**config.mk**
```make
export PLATFORM = sky130hd
export DESIGN_NAME = esht_ctrl
export DESIGN_NICKNAME = d
export VERILOG_FILES = /design/src/hw/rtl/esht_pkg.sv /design/src/hw/rtl/esht_ctrl.sv
export SDC_FILE = /design/constraint.sdc
export NUM_CORES = 1
export LEC_CHECK = 0
export BUFFER_PORTS_ARGS = -buffer_cell sky130_fd_sc_hd__clkbuf_2
export CAP_MARGIN = 20
export CORE_AREA = 2 2 40 42
export DETAILED_ROUTE_END_ITERATION = 8
export DIE_AREA = 0 0 42 44
export HOLD_SLACK_MARGIN = 0.08
export MAX_ROUTING_LAYER = met4
export PLACE_DENSITY = 0.71
export REMOVE_ABC_BUFFERS = 1
export SLEW_MARGIN = 20
export SYNTH_ARGS = -nofsm -noshare
export SYNTH_HDL_FRONTEND = slang
export SYNTH_SLANG_ARGS = --single-unit
```
**constraint.sdc**
```tcl
create_clock -name clk -period 2 [get_ports clk]
set_input_delay 0.2 -clock clk [delete_from_list [all_inputs] [get_ports clk]]
set_output_delay 0.2 -clock clk [all_outputs]
set_load 0.01 [all_outputs]
```
**src/hw/rtl/esht_pkg.sv**
```systemverilog
// Package for the ELF symbol hash table insert block.
// Holds field widths, operation and status codes, state and command types.
// No dependencies; imported by every module of the block.
package esht_pkg;

  // Field and register widths.
  localparam int HASH_W      = 28;
  localparam int SYM_W       = 10;
  localparam int BYTE_W      = 8;
  localparam int OP_W        = 2;
  localparam int STATUS_W    = 3;
  localparam int BCNT_W      = 9;
  localparam int CCNT_W      = 11;
  localparam int CFG_IDX_W   = 1;
  localparam int CFG_DATA_W  = 11;
  localparam int IN_TDATA_W  = 32;
  localparam int OUT_TDATA_W = 48;

  // Restoring division of the hash, one quotient bit per step.
  localparam int DIV_STEPS = HASH_W;
  localparam int DIV_CNT_W = $clog2(DIV_STEPS);

  // Configuration reset values.
  localparam logic [BCNT_W-1:0] BUCKET_COUNT_RST = 9'd256;
  localparam logic [CCNT_W-1:0] CHAIN_COUNT_RST  = 11'd1024;

  typedef enum logic [OP_W-1:0] {
    OP_NAME   = 2'd0,
    OP_RD_BKT = 2'd1,
    OP_RD_CHN = 2'd2,
    OP_NOP    = 2'd3
  } op_t;

  typedef enum logic [STATUS_W-1:0] {
    STS_OK    = 3'd0,
    STS_EMPTY = 3'd1,
    STS_ZERO  = 3'd2,
    STS_RANGE = 3'd3,
    STS_WALK  = 3'd4
  } status_t;

  typedef enum logic [CFG_IDX_W-1:0] {
    CFG_BUCKET_COUNT = 1'b0,
    CFG_CHAIN_COUNT  = 1'b1
  } cfg_reg_t;

  // What an accepted beat asks of the controller.
  typedef enum logic [2:0] {
    KIND_NONE   = 3'd0,
    KIND_RESULT = 3'd1,
    KIND_INSERT = 3'd2,
    KIND_RD_BKT = 3'd3,
    KIND_RD_CHN = 3'd4
  } kind_t;

  typedef enum logic [3:0] {
    S_CLEAR       = 4'd0,
    S_IDLE        = 4'd1,
    S_DIV         = 4'd2,
    S_BKT_RD      = 4'd3,
    S_BKT_CHK     = 4'd4,
    S_WALK_RD     = 4'd5,
    S_WALK_CHK    = 4'd6,
    S_ZERO_OWN    = 4'd7,
    S_RD_BKT      = 4'd8,
    S_RD_BKT_DATA = 4'd9,
    S_RD_CHN      = 4'd10,
    S_RD_CHN_DATA = 4'd11,
    S_DONE        = 4'd12
  } ctrl_state_t;

  // Commands from the controller to the datapath.
  typedef struct packed {
    logic    clr_step;
    logic    accept;
    logic    div_step;
    logic    bkt_rd_rem;
    logic    bkt_rd_ridx;
    logic    bkt_wr_sym;
    logic    chn_rd_cur;
    logic    chn_rd_ridx;
    logic    chn_wr_sym;
    logic    chn_wr_zero;
    logic    cur_from_bkt;
    logic    cur_from_chn;
    logic    res_set;
    status_t res_code;
    logic    res_from_bkt;
    logic    res_from_chn;
    logic    out_load;
  } dp_cmd_t;

  // Status from the datapath to the controller.
  typedef struct packed {
    logic  clr_last;
    kind_t kind;
    logic  div_last;
    logic  bkt_zero;
    logic  chn_zero;
    logic  walk_bad;
    logic  out_free;
  } dp_sts_t;

endpackage

```
**src/hw/rtl/esht_ctrl.sv**
```systemverilog
// Controller state machine of the ELF symbol hash table.
// Sequences the clearing sweep, the division, bucket probe and chain walk, and the table reads.
// Depends on esht_pkg; commands esht_dp.
module esht_ctrl
  import esht_pkg::*;
(
  input  logic    clk,
  input  logic    rst,
  input  logic    in_valid,
  output logic    in_ready,
  input  dp_sts_t sts,
  output dp_cmd_t cmd
);

  ctrl_state_t state;
  ctrl_state_t state_next;

  // State register.
  always_ff @(posedge clk) begin
    if (rst) begin
      state <= S_CLEAR;
    end else begin
      state <= state_next;
    end
  end

  // Next-state logic.
  always_comb begin
    state_next = state;
    case (state)
      S_CLEAR: begin
        if (sts.clr_last) state_next = S_IDLE;
      end
      S_IDLE: begin
        if (in_valid) begin
          case (sts.kind)
            KIND_RESULT: state_next = S_DONE;
            KIND_INSERT: state_next = S_DIV;
            KIND_RD_BKT: state_next = S_RD_BKT;
            KIND_RD_CHN: state_next = S_RD_CHN;
            default:     state_next = S_IDLE;
          endcase
        end
      end
      S_DIV: begin
        if (sts.div_last) state_next = S_BKT_RD;
      end
      S_BKT_RD:      state_next = S_BKT_CHK;
      S_BKT_CHK:     state_next = sts.bkt_zero ? S_DONE : S_WALK_RD;
      S_WALK_RD:     state_next = sts.walk_bad ? S_DONE : S_WALK_CHK;
      S_WALK_CHK:    state_next = sts.chn_zero ? S_ZERO_OWN : S_WALK_RD;
      S_ZERO_OWN:    state_next = S_DONE;
      S_RD_BKT:      state_next = S_RD_BKT_DATA;
      S_RD_BKT_DATA: state_next = S_DONE;
      S_RD_CHN:      state_next = S_RD_CHN_DATA;
      S_RD_CHN_DATA: state_next = S_DONE;
      S_DONE: begin
        if (sts.out_free) state_next = S_IDLE;
      end
      default:       state_next = S_CLEAR;
    endcase
  end

  // Command outputs.
  always_comb begin
    cmd          = '0;
    cmd.res_code = STS_OK;
    in_ready     = 1'b0;
    case (state)
      S_CLEAR: cmd.clr_step = 1'b1;
      S_IDLE: begin
        in_ready   = 1'b1;
        cmd.accept = in_valid;
      end
      S_DIV:    cmd.div_step = 1'b1;
      S_BKT_RD: cmd.bkt_rd_rem = 1'b1;
      S_BKT_CHK: begin
        if (sts.bkt_zero) begin
          cmd.bkt_wr_sym = 1'b1;
          cmd.res_set    = 1'b1;
          cmd.res_code   = STS_OK;
        end else begin
          cmd.cur_from_bkt = 1'b1;
        end
      end
      S_WALK_RD: begin
        if (sts.walk_bad) begin
          cmd.res_set  = 1'b1;
          cmd.res_code = STS_WALK;
        end else begin
          cmd.chn_rd_cur = 1'b1;
        end
      end
      S_WALK_CHK: begin
        if (sts.chn_zero) begin
          cmd.chn_wr_sym = 1'b1;
        end else begin
          cmd.cur_from_chn = 1'b1;
        end
      end
      S_ZERO_OWN: begin
        cmd.chn_wr_zero = 1'b1;
        cmd.res_set     = 1'b1;
        cmd.res_code    = STS_OK;
      end
      S_RD_BKT:      cmd.bkt_rd_ridx = 1'b1;
      S_RD_BKT_DATA: cmd.res_from_bkt = 1'b1;
      S_RD_CHN:      cmd.chn_rd_ridx = 1'b1;
      S_RD_CHN_DATA: cmd.res_from_chn = 1'b1;
      S_DONE:        cmd.out_load = sts.out_free;
      default: ;
    endcase
  end

`ifndef ASSERT_OFF
  // A result is never loaded over one that has not been taken.
  a_out_free: assert property (@(posedge clk) disable iff (rst)
    cmd.out_load |-> sts.out_free)
    else $error("result loaded while output register is occupied");

  // The chain memory has one write port.
  a_chn_one_write: assert property (@(posedge clk) disable iff (rst)
    $onehot0({cmd.clr_step, cmd.chn_wr_sym, cmd.chn_wr_zero}))
    else $error("more than one chain memory write in a cycle");

  // The own entry is zeroed only right after an append at a chain end.
  a_zero_after_append: assert property (@(posedge clk) disable iff (rst)
    (state == S_ZERO_OWN) |-> ($past(state) == S_WALK_CHK && $past(sts.chn_zero)))
    else $error("own chain entry zeroed without an append");

  // The divider runs its full count before the bucket probe.
  a_div_runs: assert property (@(posedge clk) disable iff (rst)
    (state == S_DIV && !sts.div_last) |=> (state == S_DIV))
    else $error("division left early");
`endif

endmodule
```
==> impl_metrics.yaml, run 1 <==
floorplanning:
  die_x_microns: 42
  start_util_pct: 37.39
  coreArea_sq_um: 1419
  die_area_sq_um: 1848
  rows: 14
  io_pins: 32
  dieHeight_microns: 44
worst_setup_path:
  start_kind: "register"
  worstPathMaxFanout: 12
  path_delay_family: "flip-flops"
  cp-end-kind: "primary output"
  critPathArrivalTime_ps: 1530
  worstSetupPathType: "register to primary output"
  crit_buf_inv: 1
  cp_slowest_stage_delay_ps: 550
  cp_slowest_cell: "dfxtp_1"
  worstPathRequired_ps: 1800
  path_cells: "nand2b_1 -> a21oi_1 -> clkbuf_2"
synth:
  synth-xor-area-share_pct: 3.302
  synthTopCellsByArea: "dfxtp_1 15%, nor3_1 8.5%, nor2_1 6.4%"
  ys_ff_latch: 4
  synth_seq_area_share_pct: 15.09
  synth.area.mux_share_pct: 4.009
  avgSynthCellArea_sq_um: 7.267
  synth.top_cell.area_share_pct: 15.09
  synthFlopType: "dfxtp_1"
  synth-compound-area-share_pct: 21.23
  synth_edf_count: 0
  syn_inst: 73
  synth_warnings: 0
  synth_adder_area_share_pct: 0
  synthesis.area_sq_um: 530.5
  yosysUniqueCellTypes: 35
  netlist.top_cell.by_area: "dfxtp_1"
  synth-simple-area-share_pct: 41.98
  synth-async-reset-ratio_pct: 0
  synth_top_family_by_area: "simple AND/OR/NAND/NOR gates"
drt:
  vias_per_cell: 5.530
  vias: 636
  routedWlPerCell_microns: 12.44
  first_pass_iters: 4
  top_layer: "met3"
  drt_iter0_markers: 13
  m1WireLength_microns: 599
  drt-total-wl_microns: 1431
  ant_nets: 0
  dr_wl_met3_microns: 142
  routed-wl-met2_microns: 690
  drc_errors: 0
placement:
  dp_cells: 112
  place.port_buffers: 29
  hpwlAfterDp_microns: 1132
  place_congestion: 0.8335
  place_ws_ps: 347.1
layout:
  utilization_pct: 46.83
  largest_reg_flops: 4
  regMostFlops: "state"
  drive_gt1_share_pct: 40.40
  num_antenna_cells: 0
  area_growth_pct: 25.24
  final_cells: 115
  top_regs: "state: 4 flops"
  final_nets: 113
clock_network:
  cts_sinks: 4
  clockBufferDepth: 2
  htree_num_levels: 1
  cts_buffers: 3
  clock_latency_ps: 240
  ctsHoldBuffers: 0
  cts-root-buf: "clkbuf_4"
  clk_pin_slew_ps: 40
  post_cts_buffers: 0
  cts_tree: "yes"
  ctsResizeCount: 0
pwr:
  p_leak_uw: 0.0003071
  vdd_drop_max_mv: 0.4840
  powerDensity_nw_per_um2: 678.2
sta:
  whs_ps: 179.7
  skew_ps: 8.673
  slew_headroom_pct: 66.95
  hold_viol_final: 0
  finalCritPeriodShare_pct: 86.66
  setup_tns_ps: 0
  setup_violations: 0
  tightestPinTransition_ps: 491.3
  rsz0062_at_grt: "no"
  drv_slew: 0
  worst_slack_ps: 266.7
  fmax_ghz: 0.5769
  fin_crit_ps: 1733
min_path:
  hp-class: "input port to register"
global_route:
  grt_pass1_vias: 569
  grt_overflow: 0
  grt_use_total_pct: 16.95
  grt_max_degree: 14
  grt_pass1_wl_microns: 2346
  antenna_found_initial: 0
run_status:
  status: "finished, final reports clean"
run:
  max_cap_viol_count: 0
where the power goes:
group	internal (uW)	switching, uW
registers	91.9	35.0
clock network	67.2	33.6
logic	104	119
through the flow:
step,total power (uW),area [sq um]
3_5_place_dp,349.7,641.9
3_3_place_gp,345.1,641.9
2_1_floorplan,272.9,476.7
5_1_grt,490.5,664.4
6_report,450.6,664.4
4_1_cts,451.2,664.4
final timing paths:
kind              startpoint       end  slack, ps  cells past startpoint
setup / recovery    state[2]    cmd[6]        270                      3
hold / removal      in_valid  state[0]        180                      2
setup reg to reg    state[3]  state[0]        320                      4
hold reg to reg     state[0]  state[2]        780                      2
metal layers:
metal	GRT usage, %	vias to the layer above
met5	-	-
met4	3.226	0
met3	5.417	0
met2	27.50	32
met1	20.75	288
li1	-	316
cells in the final DEF (no fill, tap or decap), drive strengths merged:
cell    instances
nor4            1
nand3           2
xor2            1
or2             1
nand2b          5
or3             1
nand2           4
and2            1
clkbuf         32
or4             1
dfxtp           4
o31ai           1
o32ai           1
mux2i           1
xnor2           1
nor3b           2
and3            1
o41ai           1
nor4b           1
o221ai          1
a21oi           3
mux2            1
o22ai           1
inv             4
o32a            2
conb            2
o311ai          1
nor3            9
o21a            1
nor2            9
nand3b          1
o21ai           2
worst register-to-register path, cell delays in order, from the launching register on:
cell and delay, ps:
dfxtp_1 560, nand2b_1 330, o21ai_0 150, o32a_1 290, o32ai_1 250
layout make-up:
class | instances | area (sq um)
timing repair buffer | 29 | 145.1
multi-input combinational | 59 | 381.6
fill | 155 | 754.5
inverter | 4 | 15.01
sequential | 4 | 80.08
tap | 16 | 20.02
clock buffer | 3 | 22.52
cells by family (layout without fill, tap and decap cells):
family,after synthesis,in the layout
flip-flops,4,4
AND/OR/NAND/NOR,39,39
AO/OA/AOI/OAI,14,14
multiplexers,2,2
buffers and inverters,11,36
other,1,2
XOR/XNOR,2,2
Yosys cell counts (2+ instances only):
cell      count
nand3_1       2
nand2_1       4
nor2_1        9
a21oi_1       3
o32a_1        2
dfxtp_1       4
inv_1         4
o21ai_0       2
nor3_1        9
buf_4         4
buf_6         2
nand2b_1      3
nand2b_2      2
nor3b_1       2
No activity file was read; power rests on OpenSTA's default activity.
==> run 2, diff against run 1 <==
--- a/config.mk
+++ b/config.mk
@@ -14,6 +14,7 @@
 export MAX_ROUTING_LAYER = met4
 export PLACE_DENSITY = 0.71
 export REMOVE_ABC_BUFFERS = 1
+export SKIP_CTS_REPAIR_TIMING = 1
 export SLEW_MARGIN = 20
 export SYNTH_ARGS = -nofsm -noshare
 export SYNTH_HDL_FRONTEND = slang
==> constraint.sdc (replaced) <==
create_clock -name clk -period 1.6 [get_ports clk]
set_input_delay 0.16 -clock clk [delete_from_list [all_inputs] [get_ports clk]]
set_output_delay 0.16 -clock clk [all_outputs]
set_load 0.01 [all_outputs]
==> impl_metrics.yaml, run 2 (synthesis gave the netlist of run 1 again) <==
run_status:
  status: "finished, final reports clean"
min_path:
  hp-class: "input port to register"
sta:
  hold_viol_final: 0
  fmax_ghz: 0.6665
  fin_crit_ps: 1500
  drv_slew: 0
  whs_ps: 128.8
  setup_violations: 0
  finalCritPeriodShare_pct: 93.78
  skew_ps: 5.404
  worst_slack_ps: 99.59
drt:
  drt_iter0_markers: 12
  first_pass_iters: 4
  vias: 653
  vias_per_cell: 5.397
  drt-total-wl_microns: 1471
  ant_nets: 0
  routedWlPerCell_microns: 12.16
  drc_errors: 0
worst_setup_path:
  critPathArrivalTime_ps: 1340
  worstSetupPathType: "register to primary output"
  worstPathRequired_ps: 1440
  worstPathMaxFanout: 9
  start_kind: "register"
  cp-end-kind: "primary output"
floorplanning:
  io_pins: 32
  start_util_pct: 37.39
  die_x_microns: 42
  die_area_sq_um: 1848
  coreArea_sq_um: 1419
  dieHeight_microns: 44
  rows: 14
run:
  max_cap_viol_count: 0
global_route:
  grt_pass1_wl_microns: 2394
  grt_overflow: 0
  grt_max_degree: 12
  grt_use_total_pct: 17.55
  antenna_found_initial: 0
  grt_pass1_vias: 555
clock_network:
  clk_pin_slew_ps: 40
  cts-root-buf: "clkbuf_4"
  cts_buffers: 3
  htree_num_levels: 1
  clock_latency_ps: 240
  cts_sinks: 4
  clockBufferDepth: 2
  cts_tree: "yes"
placement:
  place.port_buffers: 29
  place_congestion: 0.8621
  place_ws_ps: 120.5
  dp_cells: 118
  hpwlAfterDp_microns: 1205
layout:
  regMostFlops: "state"
  final_cells: 121
  top_regs: "state: 4 flops"
  layout_commonest_cell: "clkbuf_2"
  fillers: 150
  utilization_pct: 51.41
  largest_reg_flops: 4
  num_antenna_cells: 0
  final_nets: 119
  area_growth_pct: 37.50
  final_cell_mix: "29 x clkbuf_2, 9 x nor2_1, 9 x nor3_1, 6 x buf_4"
  drive_gt1_share_pct: 48.57
pwr:
  p_leak_uw: 0.0003422
  vdd_drop_max_mv: 0.4312
  fin_total_pwr_uw: 604.1
  powerDensity_nw_per_um2: 828.2
## run 2: layer usage
layer | up-vias | global-route usage [%] | share of wire (%)
met5 | - | - | 0
met4 | 0 | 7.742 | 0.82
met3 | 2 | 2.500 | 5.3
met2 | 25 | 27.50 | 49
met1 | 301 | 22.39 | 45
li1 | 325 | - | -
## run 2: worst max-delay path, stage by stage, from the launching register on
cell and delay (ps):
dfxtp_2 370, nor4b_4 340, buf_4 170, and2_1 110
clkbuf_2 120
## run 2: path summary, 6_finish.rpt
kind	startpoint	to	slack, ps	cells after the start
setup reg to reg	state[0]	state[3]	180	4
hold / removal	in_valid	state[0]	130	2
hold reg to reg	state[0]	state[2]	680	2
setup / recovery	state[2]	cmd[17]	100	4
## run 2: metrics by stage
stage	cell area, sq um	setup TNS (ps)
4_1_cts	709.4	-89.93
2_1_floorplan	476.7	0
3_5_place_dp	686.9	0
3_3_place_gp	686.9	0
6_report	729.5	0
5_1_grt	729.5	-0.03297
## run 2: power breakdown
part           switching, uW  internal, uW  total (uW)
clock                   41.6          83.9         126
sequential              42.9           122         165
combinational            157           157         314
total                    241           363         604
## run 2: area by class of cell
class | instances | area [sq um] | area share (%)
Multi-Input combinational cell | 59 | 394.1 | 54.03
Inverter | 4 | 15.01 | 2.058
Sequential cell | 4 | 87.58 | 12.01
Clock buffer | 3 | 22.52 | 3.087
Timing Repair Buffer | 35 | 190.2 | 26.07
Tap cell | 16 | 20.02 | 2.744
==> run 3, diff against run 2 <==
--- a/config.mk
+++ b/config.mk
@@ -7,12 +7,13 @@
 export LEC_CHECK = 0
 export BUFFER_PORTS_ARGS = -buffer_cell sky130_fd_sc_hd__clkbuf_2
 export CAP_MARGIN = 20
-export CORE_AREA = 2 2 40 42
+export CORE_AREA = 2 2 39 41
 export DETAILED_ROUTE_END_ITERATION = 8
-export DIE_AREA = 0 0 42 44
+export DIE_AREA = 0 0 41 43
+export GPL_TIMING_DRIVEN = 0
 export HOLD_SLACK_MARGIN = 0.08
 export MAX_ROUTING_LAYER = met4
-export PLACE_DENSITY = 0.71
+export PLACE_DENSITY = 0.75
 export REMOVE_ABC_BUFFERS = 1
 export SKIP_CTS_REPAIR_TIMING = 1
 export SLEW_MARGIN = 20
==> constraint.sdc (replaced) <==
create_clock -name clk -period 1.55 [get_ports clk]
set_input_delay 0.155 -clock clk [delete_from_list [all_inputs] [get_ports clk]]
set_output_delay 0.155 -clock clk [all_outputs]
set_load 0.01 [all_outputs]
==> impl_metrics.yaml, run 3 (synthesis gave the netlist of run 1 again) <==
worst_setup_path:
  worstPathMaxFanout: 11
  worstPathRequired_ps: 1720
  critPathArrivalTime_ps: 1610
  ff2ff_path_depth: 4
  startpoint: "state[0]"
  worstSetupPathType: "register to register"
  path_cells: "or2_4 -> or4_4 -> o31ai_2 -> o21a_1"
  cp_slowest_stage_delay_ps: 500
  cp-end-kind: "register"
  cp_slowest_cell: "or4_4"
  r2r-end: "state[3]"
  crit_path_end: "state[3]"
  start_kind: "register"
  regToRegSetupSlack_ps: 100
  timing.rr.start: "state[0]"
drt:
  drt_iter0_markers: 8
  ant_nets: 0
  vias_per_cell: 5.357
  vias: 616
  drc_errors: 0
  routedWlPerCell_microns: 11.14
  first_pass_iters: 4
  drt-total-wl_microns: 1281
clock_network:
  cts-root-buf: "clkbuf_4"
  cts_tree: "yes"
  clock_latency_ps: 230
  cts_sinks: 4
  htree_num_levels: 1
  clk_pin_slew_ps: 40
  cts_buffers: 3
  clockBufferDepth: 2
layout:
  top_regs: "state: 4 flops"
  final_cell_mix: "29 x clkbuf_2, 9 x nor2_1, 9 x nor3_1, 4 x inv_1, 4 x nand2_1"
  drive_gt1_share_pct: 45.45
  multi_input_area_sq_um: 392.9
  utilization_pct: 49.37
  num_antenna_cells: 0
  final_nets: 113
  layout_commonest_cell: "clkbuf_2"
  area_growth_pct: 28.77
  fillers: 140
  regMostFlops: "state"
  regArea_sq_um: 87.58
  largest_reg_flops: 4
sta:
  hold_viol_final: 0
  finalCritPeriodShare_pct: 93.45
  rsz0062_at_grt: "no"
  fin_crit_ps: 1448
  fmax_ghz: 0.6904
  setup_tns_ps: 0
  whs_ps: 131.7
  skew_ps: 0.6634
  tightestPinTransition_ps: 545.9
  drv_slew: 0
  slew_headroom_pct: 63.27
  setup_violations: 0
floorplanning:
  coreArea_sq_um: 1384
  rows: 14
  start_util_pct: 38.34
  die_x_microns: 41
  dieHeight_microns: 43
  io_pins: 32
  die_area_sq_um: 1763
global_route:
  grt_pass1_vias: 521
  grt_pass1_wl_microns: 2007
  grt_max_degree: 14
  grt_overflow: 0
  grt_use_total_pct: 16.65
  antenna_found_initial: 0
placement:
  place.port_buffers: 29
  hpwlAfterDp_microns: 1009
  place_congestion: 0.8223
run_status:
  status: "finished, final reports clean"
run:
  max_cap_viol_count: 0
min_path:
  hp-class: "input port to register"
  min_path_cells: 2
pwr:
  p_leak_uw: 0.0003129
  powerDensity_nw_per_um2: 854.9
  vdd_drop_max_mv: 0.5376
-- run 3: cell count changes in the layout (fill, tap and decap cells not counted) --
| cell | delta |
|---|---|
| a21oi_1 | +1 |
| a21oi_2 | -1 |
| buf_4 | -6 |
| nand2b_1 | -1 |
| nand2b_2 | +1 |
-- run 3: worst max-delay path, delay by kind of cell, from the launching register on --
family | cells | cell delay, ps
flops | 1 | 370
compound gates | 2 | 230
simple gates | 2 | 790
-- run 3: how the worst min path moves through the flow --
stage | slack [ps] | to | from
4_1_cts | 130 | state[0] | in_valid
3_3_place_gp | 380 | state[0] | in_valid
3_5_place_dp | 380 | state[0] | in_valid
2_1_floorplan | 230 | state[1] | rst
5_1_grt | 140 | state[0] | in_valid
6_report | 130 | state[0] | in_valid
-- run 3: power by group --
group,switching (uW),internal (uW)
sequential,48.6,122
combinational,145,143
clock,38.3,86.3
total,232,352
-- run 3: area by class of cell --
cell class                 count  share of cell area [%]
clock buffer                   3                   3.297
tap                           16                   2.930
inverter                       4                   2.198
timing repair buffer          29                   21.25
sequential                     4                   12.82
multi-input combinational     59                   57.51
-- run 3: routing by layer --
metal / vias up / GRT usage (%) / routed length, microns
li1: 320 / - / -
met1: 274 / 20.19 / 569
met2: 20 / 25.94 / 629
met3: 2 / 1.571 / 76
met4: 0 / 8.667 / 6
met5: - / - / 0
-- run 3: through the flow --
| step | total power (uW) | area, sq um | setup slack, ps | cells |
|---|---|---|---|---|
| global route | 632.5 | 683.2 | 22.90 | 115 |
| global placement | 440.9 | 641.9 | -101.3 | 112 |
| CTS | 576.1 | 664.4 | -135.6 | 115 |
| finish | 584.0 | 683.2 | 101.6 | 115 |
| detailed placement | 441.8 | 641.9 | -120.8 | 112 |
| floorplan | 352.2 | 476.7 | 49.34 | 67 |
